File: config.mk
export PLATFORM = sky130hd
export DESIGN_NAME = char_lcd_bus_sequencer
export DESIGN_NICKNAME = d
export VERILOG_FILES = /design/src/hw/rtl/clbs_pkg.sv /design/src/hw/rtl/clbs_front.sv /design/src/hw/rtl/clbs_queue.sv /design/src/hw/rtl/clbs_back.sv /design/src/hw/rtl/char_lcd_bus_sequencer.sv
export SDC_FILE = /design/constraint.sdc
export NUM_CORES = 1
export LEC_CHECK = 0
export ABC_AREA = 0
export ABC_CLOCK_PERIOD_IN_PS = 3000
export BUFFER_PORTS_ARGS = -buffer_cell sky130_fd_sc_hd__buf_4
export CORE_ASPECT_RATIO = 0.5
export CORE_MARGIN = 2
export CORE_UTILIZATION = 45
export CTS_CLUSTER_DIAMETER = 60
export DETAILED_ROUTE_END_ITERATION = 7
export GPL_TIMING_DRIVEN = 0
export PLACE_DENSITY_LB_ADDON = 0.15
export SLEW_MARGIN = 10
export SYNTH_ARGS = -nofsm -noshare
export SYNTH_HDL_FRONTEND = slang
export SYNTH_SLANG_ARGS = --single-unit
File: constraint.sdc
create_clock -name clk_i -period 3 [get_ports clk_i]
set_input_delay 0.45 -clock clk_i [delete_from_list [all_inputs] [get_ports clk_i]]
set_output_delay 0.45 -clock clk_i [all_outputs]
set_load 0.005 [all_outputs]
File: src/hw/rtl/clbs_pkg.sv
package clbs_pkg;

  // request codes on s_tuser
  localparam logic [1:0] REQ_INIT  = 2'd0;
  localparam logic [1:0] REQ_INSTR = 2'd1;
  localparam logic [1:0] REQ_DATA  = 2'd2;
  localparam logic [1:0] REQ_POS   = 2'd3;

  // register word address bit (paddr[2])
  localparam logic CFG_BUS_MODE = 1'b0;

  localparam int unsigned QUEUE_DEPTH = 2;
  localparam int unsigned INIT_BYTES  = 9;
  localparam logic [3:0]  INIT_LAST   = 4'(INIT_BYTES - 1);

  typedef enum logic [1:0] {
    KIND_INIT,
    KIND_BYTE,
    KIND_POS
  } kind_e;

  // classified request, front to back
  typedef struct packed {
    kind_e      kind;
    logic       rs;
    logic [7:0] byte_val;
    logic [7:0] addr;
    logic       bad;
    logic       four;
  } desc_t;

  function automatic logic [7:0] row_base(input logic [1:0] r);
    logic [7:0] b;
    unique case (r)
      2'd0:    b = 8'h80;
      2'd1:    b = 8'hC0;
      2'd2:    b = 8'h94;
      default: b = 8'hD4;
    endcase
    return b;
  endfunction

  function automatic logic [7:0] init_byte(input logic [3:0] idx, input logic four);
    logic [7:0] b;
    unique case (idx)
      4'd0, 4'd1, 4'd2: b = 8'h30;
      4'd3:             b = 8'h01;
      4'd4:             b = 8'h02;
      4'd5:             b = 8'h06;
      4'd6:             b = 8'h0C;
      4'd7:             b = four ? 8'h28 : 8'h38;
      default:          b = 8'h80;
    endcase
    return b;
  endfunction

  function automatic logic [14:0] init_wait(input logic [3:0] idx, input logic four);
    logic [14:0] w;
    unique case (idx)
      4'd0:    w = four ? 15'd20000 : 15'd15000;
      4'd1:    w = 15'd5000;
      4'd2:    w = four ? 15'd150 : 15'd100;
      default: w = 15'd0;
    endcase
    return w;
  endfunction

endpackage

File: src/hw/rtl/clbs_front.sv
module clbs_front import clbs_pkg::*; (
  input  logic [1:0] req_type_i,
  input  logic [7:0] byte_value_i,
  input  logic [2:0] row_i,
  input  logic [4:0] column_i,
  input  logic       bus_mode_i,
  output desc_t      desc_o
);

  logic       row_ok;
  logic [7:0] addr;

  assign row_ok = (row_i >= 3'd1) && (row_i <= 3'd4);
  // base + column - 1, wraps mod 256
  assign addr   = row_base(row_i[1:0] - 2'd1) + {3'b000, column_i} - 8'd1;

  always_comb begin
    desc_o          = '0;
    desc_o.byte_val = byte_value_i;
    desc_o.addr     = addr;
    desc_o.four     = bus_mode_i;
    unique case (req_type_i)
      REQ_INIT: begin
        desc_o.kind = KIND_INIT;
      end
      REQ_INSTR: begin
        desc_o.kind = KIND_BYTE;
      end
      REQ_DATA: begin
        desc_o.kind = KIND_BYTE;
        desc_o.rs   = 1'b1;
      end
      default: begin
        // bad row: data only, flagged
        desc_o.kind = row_ok ? KIND_POS : KIND_BYTE;
        desc_o.rs   = 1'b1;
        desc_o.bad  = !row_ok;
      end
    endcase
  end

endmodule

File: src/hw/rtl/clbs_queue.sv
module clbs_queue import clbs_pkg::*; #(
  parameter int unsigned Depth = QUEUE_DEPTH
) (
  input  logic  clk_i,
  input  logic  rst_ni,
  input  logic  push_i,
  input  desc_t push_data_i,
  output logic  full_o,
  input  logic  pop_i,
  output logic  valid_o,
  output desc_t head_o
);

  localparam int unsigned PtrW = (Depth > 1) ? $clog2(Depth) : 1;
  localparam int unsigned CntW = $clog2(Depth + 1);
  localparam logic [PtrW-1:0] PtrLast = PtrW'(Depth - 1);
  localparam logic [CntW-1:0] CntFull = CntW'(Depth);

  desc_t         mem_q [Depth];
  logic [PtrW-1:0] wr_ptr_q, wr_ptr_d, rd_ptr_q, rd_ptr_d;
  logic [CntW-1:0] cnt_q, cnt_d;

  assign full_o  = (cnt_q == CntFull);
  assign valid_o = (cnt_q != '0);
  assign head_o  = mem_q[rd_ptr_q];

  always_comb begin
    wr_ptr_d = wr_ptr_q;
    rd_ptr_d = rd_ptr_q;
    cnt_d    = cnt_q;
    if (push_i) begin
      wr_ptr_d = (wr_ptr_q == PtrLast) ? '0 : wr_ptr_q + 1'b1;
    end
    if (pop_i) begin
      rd_ptr_d = (rd_ptr_q == PtrLast) ? '0 : rd_ptr_q + 1'b1;
    end
    if (push_i && !pop_i) begin
      cnt_d = cnt_q + 1'b1;
    end else if (pop_i && !push_i) begin
      cnt_d = cnt_q - 1'b1;
    end
  end

  always_ff @(posedge clk_i or negedge rst_ni) begin
    if (!rst_ni) begin
      wr_ptr_q <= '0;
      rd_ptr_q <= '0;
      cnt_q    <= '0;
    end else begin
      wr_ptr_q <= wr_ptr_d;
      rd_ptr_q <= rd_ptr_d;
      cnt_q    <= cnt_d;
    end
  end

  always_ff @(posedge clk_i) begin
    if (push_i) begin
      mem_q[wr_ptr_q] <= push_data_i;
    end
  end

endmodule

File: src/hw/rtl/clbs_back.sv
module clbs_back import clbs_pkg::*; (
  input  logic        clk_i,
  input  logic        rst_ni,
  input  logic        head_valid_i,
  input  desc_t       head_i,
  output logic        pop_o,
  output logic        out_valid_o,
  input  logic        out_ready_i,
  output logic        reg_select_o,
  output logic [7:0]  bus_value_o,
  output logic [14:0] wait_o,
  output logic        status_o,
  output logic        last_o
);

  logic [3:0]  idx_q, idx_d;
  logic        nib_q, nib_d;
  logic        valid_q, valid_d;
  logic        rs_q, status_q, last_q;
  logic [7:0]  bus_q;
  logic [14:0] wait_q;

  logic        issue, last_byte, strobe_last, rs;
  logic [7:0]  b, bus;
  logic [14:0] wt;

  assign issue = head_valid_i && (!valid_q || out_ready_i);

  always_comb begin
    b         = head_i.byte_val;
    rs        = head_i.rs;
    wt        = '0;
    last_byte = 1'b1;
    unique case (head_i.kind)
      KIND_INIT: begin
        b         = init_byte(idx_q, head_i.four);
        rs        = 1'b0;
        wt        = nib_q ? 15'd0 : init_wait(idx_q, head_i.four);
        last_byte = (idx_q == INIT_LAST);
      end
      KIND_POS: begin
        if (idx_q == 4'd0) begin
          b         = head_i.addr;
          rs        = 1'b0;
          last_byte = 1'b0;
        end
      end
      default: begin
      end
    endcase
    if (head_i.four) begin
      bus = nib_q ? {4'h0, b[3:0]} : {4'h0, b[7:4]};
    end else begin
      bus = b;
    end
    strobe_last = last_byte && (!head_i.four || nib_q);
  end

  assign pop_o = issue && strobe_last;

  always_comb begin
    idx_d = idx_q;
    nib_d = nib_q;
    if (issue) begin
      if (strobe_last) begin
        idx_d = '0;
        nib_d = 1'b0;
      end else if (head_i.four && !nib_q) begin
        nib_d = 1'b1;
      end else begin
        nib_d = 1'b0;
        idx_d = idx_q + 4'd1;
      end
    end
    valid_d = issue ? 1'b1 : (out_ready_i ? 1'b0 : valid_q);
  end

  always_ff @(posedge clk_i or negedge rst_ni) begin
    if (!rst_ni) begin
      idx_q   <= '0;
      nib_q   <= 1'b0;
      valid_q <= 1'b0;
    end else begin
      idx_q   <= idx_d;
      nib_q   <= nib_d;
      valid_q <= valid_d;
    end
  end

  always_ff @(posedge clk_i) begin
    if (issue) begin
      rs_q     <= rs;
      bus_q    <= bus;
      wait_q   <= wt;
      status_q <= strobe_last && head_i.bad;
      last_q   <= strobe_last;
    end
  end

  assign out_valid_o  = valid_q;
  assign reg_select_o = rs_q;
  assign bus_value_o  = bus_q;
  assign wait_o       = wait_q;
  assign status_o     = status_q;
  assign last_o       = last_q;

endmodule

File: src/hw/rtl/char_lcd_bus_sequencer.sv
// Channel   Dir  Handshake          Payload
// s_*       in   s_tvalid/s_tready  tuser: req_type; tdata: byte_value, row, column
// m_*       out  m_tvalid/m_tready  tuser: reg_select, status; tdata: bus_value,
//                                   wait_before_us; tlast: last strobe of run
// apb       in   psel/penable       bus_mode at byte address 0
//
// One strobe leaves per cycle while m_tready is high; a request takes as many
// strobes as its kind needs: 1 or 2 (byte), 2 or 4 (positioned; 1 or 2 with
// an invalid row), 9 or 18 (init). The back-end sequencer sets that figure.
// Requests are taken every cycle while the descriptor queue has room, so
// the front keeps accepting while the back end drains a long init run.
// Reset (rst_ni low, asynchronous) empties the queue, drops m_tvalid and sets
// bus_mode to eight lines. A stall on m_tready holds the output register.
module char_lcd_bus_sequencer import clbs_pkg::*; #(
  parameter int unsigned QueueDepth = QUEUE_DEPTH
) (
  input  logic        clk_i,
  input  logic        rst_ni,
  // request stream
  input  logic        s_tvalid,
  output logic        s_tready,
  input  logic [15:0] s_tdata,   // byte_value[7:0], row[10:8], column[15:11]
  input  logic [1:0]  s_tuser,   // req_type[1:0]
  // strobe stream
  output logic        m_tvalid,
  input  logic        m_tready,
  output logic [23:0] m_tdata,   // bus_value[7:0], wait_before_us[22:8], zero[23]
  output logic [1:0]  m_tuser,   // reg_select[0], status[1]
  output logic        m_tlast,
  // configuration
  input  logic        psel,
  input  logic        penable,
  input  logic        pwrite,
  input  logic [2:0]  paddr,
  input  logic [31:0] pwdata,
  output logic [31:0] prdata,
  output logic        pready
);

  logic  bus_mode_q, bus_mode_d;
  logic  cfg_wr;
  desc_t front_desc, head;
  logic  q_full, q_valid, pop, push;
  logic  rs, status;
  logic  [7:0]  bus_value;
  logic  [14:0] wait_us;

  // register file: one bit, word-decoded on paddr[2]
  assign pready     = 1'b1;
  assign cfg_wr     = psel && penable && pwrite && (paddr[2] == CFG_BUS_MODE);
  assign bus_mode_d = cfg_wr ? pwdata[0] : bus_mode_q;
  assign prdata     = (paddr[2] == CFG_BUS_MODE) ? {31'd0, bus_mode_q} : 32'd0;

  always_ff @(posedge clk_i or negedge rst_ni) begin
    if (!rst_ni) begin
      bus_mode_q <= 1'b0;
    end else begin
      bus_mode_q <= bus_mode_d;
    end
  end

  // front: classify the request and compute the cursor address
  clbs_front u_front (
    .req_type_i   (s_tuser),
    .byte_value_i (s_tdata[7:0]),
    .row_i        (s_tdata[10:8]),
    .column_i     (s_tdata[15:11]),
    .bus_mode_i   (bus_mode_q),
    .desc_o       (front_desc)
  );

  assign s_tready = !q_full;
  assign push     = s_tvalid && !q_full;

  clbs_queue #(
    .Depth (QueueDepth)
  ) u_queue (
    .clk_i       (clk_i),
    .rst_ni      (rst_ni),
    .push_i      (push),
    .push_data_i (front_desc),
    .full_o      (q_full),
    .pop_i       (pop),
    .valid_o     (q_valid),
    .head_o      (head)
  );

  // back: walk bytes and nibbles of the head descriptor, one transfer a cycle while m_tready is high
  clbs_back u_back (
    .clk_i        (clk_i),
    .rst_ni       (rst_ni),
    .head_valid_i (q_valid),
    .head_i       (head),
    .pop_o        (pop),
    .out_valid_o  (m_tvalid),
    .out_ready_i  (m_tready),
    .reg_select_o (rs),
    .bus_value_o  (bus_value),
    .wait_o       (wait_us),
    .status_o     (status),
    .last_o       (m_tlast)
  );

  assign m_tdata = {1'b0, wait_us, bus_value};
  assign m_tuser = {status, rs};

endmodule

# Word level (Yosys, flattened, before mapping)
# Memories as Yosys holds them, arrays and structs flattened.
# Index checks and enable logic that the tools add are counted.
[word_totals]
ram_bits = 42
regBits = 37
out_inout_bits = 62
inputBits = 60
mem_count = 1
elab_cells = 105
[memory_table]
columns = ["memory", "depth", "width", "read_ports", "rd_clocked_by_memory_dff", "wr", "line", "rtl"]
rows = [
  ["u_queue.mem_q", 2, 21, 1, 0, 1, "clbs_queue.sv:19", "desc_t mem_q [Depth];"],
]
[classes]
bitwise_logic = 2
n_reduce_logical = 34
n_eq_ne = 15
muxes = 31
addsub = 8
magnitude_cmp = 2
[ops]
columns = ["cell", "count"]
rows = [
  ["$pmux 8 s6", 1],
  ["$pmux 15 s3", 1],
  ["$mux 8", 3],
  ["$pmux 7 s3", 1],
  ["$eq 4x3->1 const B", 4],
  ["$pmux 8 s2", 1],
  ["$mux 15", 1],
  ["$mux 1", 13],
  ["$logic_and 1x1->1", 12],
  ["$mux 4", 3],
  ["$add 8x5->8", 1],
  ["$eq 2x2->1 const B", 4],
  ["$eq 4x2->1 const B", 2],
  ["$sub 8x1->8 const B", 1],
  ["$logic_not 1->1", 7],
  ["$logic_not 2->1", 3],
  ["$mux 2", 3],
  ["$reduce_bool 2->1", 3],
  ["$reduce_or 2->1", 3],
  ["$reduce_or 3->1", 2],
  ["$mux 5", 1],
  ["$add 4x1->4 const B", 1],
  ["$eq 2x1->1 const B", 2],
  ["$eq 4x1->1 const B", 1],
  ["other kinds (13)", 18],
]

# Depth between registers and ports, before layout
# Gate-level depths: netlist of the first run.
[depth]
word_depth = 8
mapped_depth = 10
mapped_depth_nobuf = 10

# Cells and area by module
# A second synthesis of the first run with hierarchy kept.
[unflattened]
cells_unflattened = 317
area_unflattened_um2 = 4033.9
[by_module_without_submodules]
columns = ["module", "cells_each", "seq_area_each_um2", "area_each_um2", "n_inst"]
rows = [
  ["clbs_queue", 81, 1361.3, 1709.1, 1],
  ["clbs_back", 142, 840.8, 1572.8, 1],
  ["clbs_front", 51, 0.0, 417.9, 1],
  ["char_lcd_bus_sequencer", 43, 25.0, 334.1, 1],
]

# Worst setup path before layout of the first run
# No wires, ideal clock.
[synth_timing]
path_type = "input to register"
from = "input port s_tdata[8]"
to = "memory u_queue.mem_q[0][8] (netlist name), data pin"
required_ns = 2.731
setup_ns = 0.269
cell_stages = 9
slack_ns = 0.723
n_path_buf = 0
arrival_ns = 2.008
cell_sequence = "inv_1 > ha_1 > ha_1 > inv_1 > ha_1 > a21o_1 > a21oi_1 > o21ai_0 > xor2_1"
[synth_rtl]
columns = ["element", "line", "rtl"]
rows = [
  ["from (decl)", "char_lcd_bus_sequencer.sv:22", "input logic [15:0] s_tdata,"],
  ["to (decl)", "clbs_queue.sv:19", ""],
]

# Final worst setup path of the first run
[layout_timing]
from = "register u_back.idx_q[0]"
to = "register u_back.bus_q[3] (netlist: u_back.bus_value_o[3]), data pin"
[layout_via]
elab_chain_len = 6
elab_cells_between_ends = 14
classes_between = "eq/ne: 7; mux: 5; reduce/logical: 2"
[layout_lines]
columns = ["element", "line", "rtl"]
rows = [
  ["from (decl)", "clbs_back.sv:16", "logic [3:0] idx_q, idx_d;"],
  ["from (signal assigned)", "clbs_back.sv:84", "idx_q <= idx_d;"],
  ["$eq 4x1->1, or another cell as far along", "clbs_pkg.sv:45", "unique case (idx)"],
  ["$reduce_or 3->1", "clbs_pkg.sv:45", ""],
  ["$pmux 8 s6", "clbs_pkg.sv:45", ""],
  ["$pmux 8 s2 (*)", "clbs_back.sv:34", "unique case (head_i.kind)"],
  ["$mux 4", "clbs_back.sv:52", "bus = nib_q ? {4'h0, b[3:0]} : {4'h0, b[7:4]};"],
  ["$mux 8 (*)", "clbs_back.sv:51", "if (head_i.four) begin"],
  ["via u_back.bus[3]", "clbs_back.sv:24", "logic [7:0] b, bus;"],
  ["to (signal assigned)", "clbs_back.sv:93", "bus_q <= bus;"],
  ["to (decl)", "clbs_back.sv:20", "logic [7:0] bus_q;"],
]
# Mark *: on every way through the listed nets, which the timed path passes. The rest lies on a longest branch.
# A chain may end at the register's enable or synchronous reset.

==> flow_results.xml, run 1 <==
<?xml version="1.0" encoding="UTF-8"?>
<metrics>
  <group name="synth">
    <metric name="count_leader_synth" unit="">sky130_fd_sc_hd__edfxtp_1</metric>
    <metric name="postSynthAreaPerCell" unit="um^2">12.8</metric>
    <metric name="post-synth-top-area-cell" unit="">sky130_fd_sc_hd__edfxtp_1</metric>
    <metric name="synth.yosys.seq_area_share" unit="%">55.8</metric>
    <metric name="synth.top_cell.area_share" unit="%">48.9</metric>
    <metric name="asyncSetResetFlopFracSynth" unit="%">14.5</metric>
    <metric name="synth_enable_flop_cells" unit="">65</metric>
    <metric name="synth.ff_latch_count" unit="">76</metric>
    <metric name="synth-main-ff-cell" unit="">sky130_fd_sc_hd__edfxtp_1</metric>
    <metric name="netlist_instances" unit="">311</metric>
    <metric name="mappedNetlistArea" unit="um^2">3990</metric>
    <metric name="ys_types" unit="">53</metric>
    <metric name="synth.area.top_cells" unit="">sky130_fd_sc_hd__edfxtp_1 (49%), sky130_fd_sc_hd__buf_4 (7.1%), sky130_fd_sc_hd__dfrtp_1 (6.9%)</metric>
    <metric name="commonest_cells_in_the_synthesized_netlist" unit="">sky130_fd_sc_hd__edfxtp_1 (65), sky130_fd_sc_hd__buf_4 (38), sky130_fd_sc_hd__nor2_1 (24), sky130_fd_sc_hd__inv_1 (23), sky130_fd_sc_hd__ha_1 (18)</metric>
    <metric name="yosys_warnings" unit="">0</metric>
  </group>
  <group name="floorplanning">
    <metric name="total_i_o_pin_count" unit="">122</metric>
    <metric name="core_area" unit="um^2">8650</metric>
    <metric name="die_area" unit="um^2">9680</metric>
    <metric name="die_width" unit="um">137</metric>
    <metric name="die_h" unit="um">70.6</metric>
    <metric name="floorplan.initialDensity" unit="%">46.1</metric>
    <metric name="row_count" unit="">24</metric>
  </group>
  <group name="finish">
    <metric name="multi_input_gate_area" unit="um^2">1470</metric>
    <metric name="nets" unit="">489</metric>
    <metric name="area_growth" unit="%">24.5</metric>
    <metric name="num-fill-cells" unit="">729</metric>
    <metric name="finalInstanceArea" unit="um^2">4970</metric>
    <metric name="area.sequential" unit="um^2">2230</metric>
    <metric name="layout-drive-gt1-share" unit="%">32.5</metric>
    <metric name="n_antenna_cell" unit="">0</metric>
    <metric name="final_core_utilization" unit="%">57.4</metric>
  </group>
  <group name="cts">
    <metric name="clock-root-buffer" unit="">sky130_fd_sc_hd__clkbuf_16</metric>
    <metric name="clock_tree.htree_level_count" unit="">3</metric>
    <metric name="clock_tree.buffer_depth" unit="">2</metric>
    <metric name="tritoncts_num_sinks" unit="">76</metric>
    <metric name="clk_latency" unit="ns">0.33</metric>
    <metric name="cts-resized-gates" unit="">0</metric>
    <metric name="cts_tree" unit="">built</metric>
    <metric name="cts_inserted_buffers" unit="">9</metric>
    <metric name="path_clk_slew" unit="ns">0.06</metric>
  </group>
  <group name="setup_path">
    <metric name="cpPeakStageDelay" unit="ns">0.48</metric>
    <metric name="timing_worst_setup_path_type" unit="">register to register</metric>
    <metric name="crit_start" unit="">u_back.idx_q[0]</metric>
    <metric name="worst_path_max_delay_cell" unit="">sky130_fd_sc_hd__a222oi_1</metric>
    <metric name="timing.reg2reg.worst_path_depth" unit="">6</metric>
    <metric name="biggest_fanout_along_the_worst_timing_path" unit="">7</metric>
    <metric name="crit_path_arrival_time" unit="ns">2.67</metric>
    <metric name="cp_cell_sequence" unit="">inv_1 -&gt; ha_1 -&gt; nor3b_4 -&gt; mux2_2 -&gt; a222oi_1 -&gt; a32oi_1</metric>
    <metric name="worstSetupStartpointType" unit="">register</metric>
    <metric name="critPathRequiredTime" unit="ns">3.05</metric>
    <metric name="worstReg2RegEnd" unit="">u_back.bus_value_o[3]</metric>
    <metric name="crit_path_end_kind" unit="">register</metric>
    <metric name="rr_startpoint" unit="">u_back.idx_q[0]</metric>
    <metric name="timing.reg2reg.setup_slack" unit="ns">0.38</metric>
  </group>
  <group name="place">
    <metric name="dpl.hpwl" unit="mm">5.57</metric>
    <metric name="place_congestion" unit="">0.886</metric>
    <metric name="numPortBuffers" unit="">54</metric>
    <metric name="placed_area" unit="um^2">4680</metric>
  </group>
  <group name="timing">
    <metric name="finalSetupViolations" unit="">0</metric>
    <metric name="final_period_util" unit="%">87.5</metric>
    <metric name="finalHoldViolCount" unit="">0</metric>
    <metric name="layout_min_cycle_time" unit="ns">2.62</metric>
    <metric name="fmax" unit="GHz">0.381</metric>
    <metric name="rsz0062_at_grt" unit="">no</metric>
    <metric name="slew_of_the_pin_with_the_lowest_slew_margin" unit="ns">1.10</metric>
    <metric name="totalNegativeSetupSlack" unit="ns">0</metric>
    <metric name="relSlewSlack" unit="%">26.4</metric>
    <metric name="final-max-slew-violation-count" unit="">0</metric>
    <metric name="final.setup_skew" unit="ns">0.00651</metric>
  </group>
  <group name="power">
    <metric name="static-leakage-power" unit="nW">2.16</metric>
    <metric name="power_per_cell_area" unit="nW/um^2">923</metric>
    <metric name="share_comb_of_total_power" unit="%">40.3</metric>
    <metric name="net-switching-power" unit="mW">1.52</metric>
    <metric name="clkPwrFrac" unit="%">21.3</metric>
    <metric name="max-vdd-ir-drop" unit="mV">0.340</metric>
    <metric name="p_sw_share" unit="%">33.1</metric>
    <metric name="pwr-share-seq" unit="%">38.4</metric>
    <metric name="cellInternalPower" unit="mW">3.07</metric>
  </group>
  <group name="drt">
    <metric name="drt-initial-drc-count" unit="">136</metric>
    <metric name="wirelength" unit="mm">7.38</metric>
    <metric name="number_of_nets_with_antenna_violations_after_routing" unit="">0</metric>
    <metric name="dr_total_vias" unit="">2569</metric>
    <metric name="drt_pass1_iterations" unit="">4</metric>
    <metric name="drc" unit="">0</metric>
    <metric name="wl_per_cell" unit="um">13.9</metric>
    <metric name="drt-vias-per-instance" unit="">4.83</metric>
  </group>
  <group name="run">
    <metric name="maxCapViolCount" unit="">0</metric>
  </group>
  <group name="min_path">
    <metric name="hold_start" unit="">s_tdata[7]</metric>
    <metric name="worst_hold_path.endpoint" unit="">u_queue.mem_q[0][17]</metric>
    <metric name="timing.hold.worst.class" unit="">input port to register</metric>
    <metric name="min_path_cells" unit="">1</metric>
  </group>
  <group name="global_routing">
    <metric name="grt_pass1_vias" unit="">2435</metric>
    <metric name="global_route_wire_length_before_repair" unit="mm">11.7</metric>
    <metric name="grt_util_all_layers" unit="%">16.0</metric>
    <metric name="total_global_routing_overflow" unit="">0</metric>
    <metric name="pin_count_of_the_biggest_net_entering_global_routing" unit="">24</metric>
    <metric name="antenna_found_initial" unit="">0</metric>
  </group>
  <group name="status">
    <metric name="outcome" unit="">finished, final reports clean</metric>
  </group>
</metrics>
metrics by stage:
stage,cells,power [mW],hold WS (ns),worst slack (ns)
4_1_cts,532,4.62,0.294,0.393
6_report,532,4.58,0.303,0.376
3_3_place_gp,514,3.56,0.293,0.315
5_1_grt,532,4.89,0.288,0.331
3_5_place_dp,515,3.63,0.297,0.396
2_1_floorplan,343,2.98,0.154,0.723
metal layers:
metal	global-route usage [%]	part of all wire [%]	up-vias
li1	-	-	1250
met1	21.5	45	1201
met2	24.8	46	110
met3	4.44	7.5	8
met4	6.76	1.8	0
met5	0	0	-
sequential cells by signal, indices dropped and copies added (netlist names):
register             cells
bus_mode_q               1
u_back.bus_value_o       8
u_back.idx_q             4
u_back.last_o            1
u_back.nib_q             1
u_back.out_valid_o       1
u_back.reg_select_o      1
u_back.status_o          1
u_back.wait_o           12
u_queue.cnt_q            2
u_queue.mem_q           42
u_queue.rd_ptr_q         1
u_queue.wr_ptr_q         1
logic make-up after synthesis:
group | share of synthesized area (%)
other cells | 0.188
buf+inv | 10.4
compound gates | 8.18
flops | 55.8
mux | 8.03
xor+xnor | 1.76
simple gates | 9.44
fa+ha+maj | 6.15
area by class of cell:
cell class,instances,share of cell area [%]
buffer,45,6.65
timing repair buffer,56,8.67
sequential,76,44.8
inverter,23,1.74
clock buffer,10,4.61
multi-input combinational,199,29.6
tap,117,2.95
clock inverter,6,0.957
critical path: cells and delay by family (launching register included):
family,cells,cell delay (ns)
buffers and inverters,1,0.13
and+or+nand+nor,1,0.47
AOI/OAI and AO/OA,2,0.60
adders and majority gates,1,0.34
muxes,1,0.39
DFF,1,0.43
worst max path at each step:
| stage | end | depth (start not counted) | slack, ns |
|---|---|---|---|
| finish | u_back.bus_value_o[3] | 6 | 0.38 |
| global route | u_back.bus_value_o[3] | 6 | 0.33 |
| CTS | u_back.bus_value_o[3] | 6 | 0.39 |
| global placement | u_queue.mem_q[0][1] | 4 | 0.31 |
| detailed placement | u_back.bus_value_o[3] | 6 | 0.40 |
| floorplan | u_queue.mem_q[0][8] | 9 | 0.72 |
cells in the final DEF, fill, tap and decap left out, types with 5 or more instances in the layout:
| cell | count |
|---|---|
| sky130_fd_sc_hd__a21oi_1 | 7 |
| sky130_fd_sc_hd__nor2b_1 | 8 |
| sky130_fd_sc_hd__xnor2_1 | 5 |
| sky130_fd_sc_hd__edfxtp_1 | 65 |
| sky130_fd_sc_hd__nand2b_1 | 5 |
| sky130_fd_sc_hd__buf_4 | 92 |
| sky130_fd_sc_hd__ha_1 | 18 |
| sky130_fd_sc_hd__nor3_1 | 6 |
| sky130_fd_sc_hd__mux2i_1 | 5 |
| sky130_fd_sc_hd__nor2_1 | 23 |
| sky130_fd_sc_hd__clkbuf_16 | 9 |
| sky130_fd_sc_hd__dfrtp_1 | 11 |
| sky130_fd_sc_hd__o21ai_0 | 5 |
| sky130_fd_sc_hd__nand2_1 | 11 |
| sky130_fd_sc_hd__mux2_2 | 7 |
| sky130_fd_sc_hd__mux4_2 | 5 |
| sky130_fd_sc_hd__inv_1 | 23 |
| sky130_fd_sc_hd__conb_1 | 34 |
repair_timing:
item                                   in CTS  in global routing
endpoints found under the hold margin      11                  0
hold buffers                                1                  0
buffers inserted                            0                  0
power groups by stage:
stage                     Combinational [mW]  Sequential, mW  Clock, mW
after floorplan                         1.22            1.76          0
after CTS                               1.86            1.76       1.00
final                                   1.85            1.76      0.977
after detailed placement                1.85            1.79          0
after global routing                    2.04            1.79       1.05
after global placement                  1.79            1.77          0
(Power assumes the default switching activity.)
==> run 2: changes to the inputs <==
--- a/config.mk
+++ b/config.mk
@@ -6,7 +6,7 @@
 export NUM_CORES = 1
 export LEC_CHECK = 0
 export ABC_AREA = 0
-export ABC_CLOCK_PERIOD_IN_PS = 3000
+export ABC_CLOCK_PERIOD_IN_PS = 3380
 export BUFFER_PORTS_ARGS = -buffer_cell sky130_fd_sc_hd__buf_4
 export CORE_ASPECT_RATIO = 0.5
 export CORE_MARGIN = 2
==> constraint.sdc (replaced) <==
create_clock -name clk_i -period 3.38 [get_ports clk_i]
set_input_delay 0.507 -clock clk_i [delete_from_list [all_inputs] [get_ports clk_i]]
set_output_delay 0.507 -clock clk_i [all_outputs]
set_load 0.005 [all_outputs]
==> run 2 against run 1 <==
  * Wire length increased by 0.14%
  * Largest power group unchanged
  * Sequential share of layout area increased by 0.091 points
  * Combinational power decreased by 11%
  * Critical path depth unchanged
  * Flip-flop and latch count unchanged
  * Cell area decreased by 0.20%
  * Final cell count decreased by 0.19%
  * Core utilization decreased by 0.12 points
  * Die area unchanged
==> flow_results.xml, run 2 (synthesis results as in run 1) <==
<?xml version="1.0" encoding="UTF-8"?>
<metrics>
  <group name="timing">
    <metric name="final-max-slew-violation-count" unit="">0</metric>
    <metric name="final.setup_skew" unit="ns">0.00417</metric>
    <metric name="final_period_util" unit="%">78.0</metric>
    <metric name="relSlewSlack" unit="%">26.6</metric>
    <metric name="rsz0062_at_grt" unit="">no</metric>
    <metric name="finalHoldViolCount" unit="">0</metric>
    <metric name="layout_min_cycle_time" unit="ns">2.64</metric>
    <metric name="slew_of_the_pin_with_the_lowest_slew_margin" unit="ns">1.10</metric>
    <metric name="totalNegativeSetupSlack" unit="ns">0</metric>
    <metric name="finalSetupViolations" unit="">0</metric>
    <metric name="fmax" unit="GHz">0.379</metric>
    <metric name="hold_slack_final" unit="ns">0.00628</metric>
    <metric name="fin_ws" unit="ns">0.744</metric>
  </group>
  <group name="drt">
    <metric name="met1Wirelength" unit="mm">3.30</metric>
    <metric name="wl_per_cell" unit="um">13.9</metric>
    <metric name="drc" unit="">0</metric>
    <metric name="number_of_nets_with_antenna_violations_after_routing" unit="">0</metric>
    <metric name="dr_wl_met2" unit="mm">3.41</metric>
    <metric name="drt_pass1_iterations" unit="">4</metric>
    <metric name="wirelength" unit="mm">7.39</metric>
    <metric name="dr_total_vias" unit="">2575</metric>
    <metric name="drt-vias-per-instance" unit="">4.85</metric>
    <metric name="drt-initial-drc-count" unit="">163</metric>
    <metric name="top_layer" unit="">met4</metric>
    <metric name="dr_wl_met3" unit="um">558</metric>
  </group>
  <group name="setup_path">
    <metric name="biggest_fanout_along_the_worst_timing_path" unit="">7</metric>
    <metric name="crit_start" unit="">u_back.idx_q[0]</metric>
    <metric name="timing.reg2reg.worst_path_depth" unit="">6</metric>
    <metric name="worstReg2RegEnd" unit="">u_back.bus_value_o[3]</metric>
    <metric name="timing.reg2reg.setup_slack" unit="ns">0.74</metric>
    <metric name="rr_startpoint" unit="">u_back.idx_q[0]</metric>
    <metric name="crit_path_end_kind" unit="">register</metric>
    <metric name="critPathRequiredTime" unit="ns">3.43</metric>
    <metric name="worstSetupStartpointType" unit="">register</metric>
    <metric name="crit_path_arrival_time" unit="ns">2.68</metric>
    <metric name="timing_worst_setup_path_type" unit="">register to register</metric>
  </group>
  <group name="floorplanning">
    <metric name="die_h" unit="um">70.6</metric>
    <metric name="die_area" unit="um^2">9680</metric>
    <metric name="floorplan.initialDensity" unit="%">46.1</metric>
    <metric name="core_area" unit="um^2">8650</metric>
    <metric name="die_width" unit="um">137</metric>
    <metric name="row_count" unit="">24</metric>
    <metric name="total_i_o_pin_count" unit="">122</metric>
  </group>
  <group name="place">
    <metric name="dpl.hpwl" unit="mm">5.57</metric>
    <metric name="placed_cells_incl_taps" unit="">515</metric>
    <metric name="numPortBuffers" unit="">54</metric>
    <metric name="pre_cts_slack" unit="ns">0.776</metric>
    <metric name="place_congestion" unit="">0.886</metric>
    <metric name="placed_area" unit="um^2">4680</metric>
  </group>
  <group name="power">
    <metric name="cellInternalPower" unit="mW">2.72</metric>
    <metric name="pwr-share-seq" unit="%">38.4</metric>
    <metric name="power_per_cell_area" unit="nW/um^2">822</metric>
    <metric name="max-vdd-ir-drop" unit="mV">0.298</metric>
    <metric name="finalPower" unit="mW">4.07</metric>
    <metric name="clkPwrFrac" unit="%">21.3</metric>
    <metric name="static-leakage-power" unit="nW">2.16</metric>
    <metric name="net-switching-power" unit="mW">1.35</metric>
    <metric name="p_sw_share" unit="%">33.1</metric>
    <metric name="share_comb_of_total_power" unit="%">40.3</metric>
  </group>
  <group name="global_routing">
    <metric name="antenna_found_initial" unit="">0</metric>
    <metric name="grt_util_all_layers" unit="%">16.0</metric>
    <metric name="grt_pass1_vias" unit="">2435</metric>
    <metric name="pin_count_of_the_biggest_net_entering_global_routing" unit="">24</metric>
    <metric name="total_global_routing_overflow" unit="">0</metric>
    <metric name="global_route_wire_length_before_repair" unit="mm">11.7</metric>
  </group>
  <group name="finish">
    <metric name="num-fill-cells" unit="">730</metric>
    <metric name="nets" unit="">488</metric>
    <metric name="final_cell_mix" unit="">sky130_fd_sc_hd__buf_4 (92), sky130_fd_sc_hd__edfxtp_1 (65), sky130_fd_sc_hd__conb_1 (34)</metric>
    <metric name="largest_reg_flops" unit="">42</metric>
    <metric name="finalInstanceArea" unit="um^2">4960</metric>
    <metric name="area_growth" unit="%">24.2</metric>
    <metric name="n_antenna_cell" unit="">0</metric>
    <metric name="layout_commonest_cell" unit="">sky130_fd_sc_hd__buf_4</metric>
    <metric name="largest_register" unit="">u_queue.mem_q</metric>
    <metric name="finish.cell_count_without_fillers" unit="">531</metric>
    <metric name="multi_input_gate_area" unit="um^2">1470</metric>
    <metric name="area.sequential" unit="um^2">2230</metric>
    <metric name="layout-drive-gt1-share" unit="%">32.6</metric>
    <metric name="final_core_utilization" unit="%">57.3</metric>
  </group>
  <group name="cts">
    <metric name="clock_tree.buffer_depth" unit="">2</metric>
    <metric name="path_clk_slew" unit="ns">0.06</metric>
    <metric name="tritoncts_num_sinks" unit="">76</metric>
    <metric name="cts_hold_repair.buffers" unit="">0</metric>
    <metric name="postCtsSetupBuffers" unit="">0</metric>
    <metric name="clock-root-buffer" unit="">sky130_fd_sc_hd__clkbuf_16</metric>
    <metric name="cts_inserted_buffers" unit="">9</metric>
    <metric name="cts-resized-gates" unit="">0</metric>
    <metric name="clk_latency" unit="ns">0.33</metric>
    <metric name="cts_tree" unit="">built</metric>
    <metric name="clock_tree.htree_level_count" unit="">3</metric>
  </group>
  <group name="run">
    <metric name="maxCapViolCount" unit="">0</metric>
  </group>
  <group name="min_path">
    <metric name="timing.hold.worst.class" unit="">input port to asynchronous set/reset pin</metric>
  </group>
  <group name="status">
    <metric name="outcome" unit="">finished, final reports clean</metric>
  </group>
</metrics>
[run 2: changes by cell type in the layout (fill, tap and decap cells not counted)]
cell,before,now
sky130_fd_sc_hd__dlygate4sd3_1,1,0
[run 2: final cells by class]
type / count / share of cell area, %
Multi-Input combinational cell: 199 / 29.6
Sequential cell: 76 / 44.9
Buffer: 45 / 6.66
Clock buffer: 10 / 4.62
Inverter: 23 / 1.74
Tap cell: 117 / 2.95
Clock inverter: 6 / 0.959
Timing Repair Buffer: 55 / 8.48
[run 2: power by group through the flow]
stage	logic [mW]	clock network (mW)	registers [mW]
3_3_place_gp	1.59	0	1.57
4_1_cts	1.65	0.889	1.57
2_1_floorplan	1.08	0	1.56
6_report	1.64	0.868	1.56
5_1_grt	1.81	0.936	1.59
3_5_place_dp	1.64	0	1.58
[run 2: how the worst max path moves through the flow]
| stage | endpoint | slack (ns) | cells past startpoint |
|---|---|---|---|
| 6_report | u_back.bus_value_o[3] | 0.74 | 6 |
| 5_1_grt | u_back.bus_value_o[3] | 0.71 | 6 |
| 4_1_cts | u_back.bus_value_o[3] | 0.77 | 6 |
| 3_5_place_dp | u_back.bus_value_o[3] | 0.78 | 6 |
| 3_3_place_gp | u_queue.mem_q[0][1] | 0.69 | 4 |
| 2_1_floorplan | u_queue.mem_q[0][8] | 1.05 | 9 |
[run 2: critical path, stage by stage, from the launching register on]
cell and delay, ns:
sky130_fd_sc_hd__dfrtp_1 0.43, sky130_fd_sc_hd__inv_1 0.13, sky130_fd_sc_hd__ha_1 0.33, sky130_fd_sc_hd__nor3b_4 0.48, sky130_fd_sc_hd__mux2_2 0.39, sky130_fd_sc_hd__a222oi_1 0.48
sky130_fd_sc_hd__a32oi_1 0.12
[run 2: per-layer routing]
layer | up-vias | GRT usage [%]
li1 | 1247 | -
met1 | 1209 | 21.5
met2 | 111 | 24.8
met3 | 8 | 4.44
met4 | 0 | 6.76
met5 | - | 0
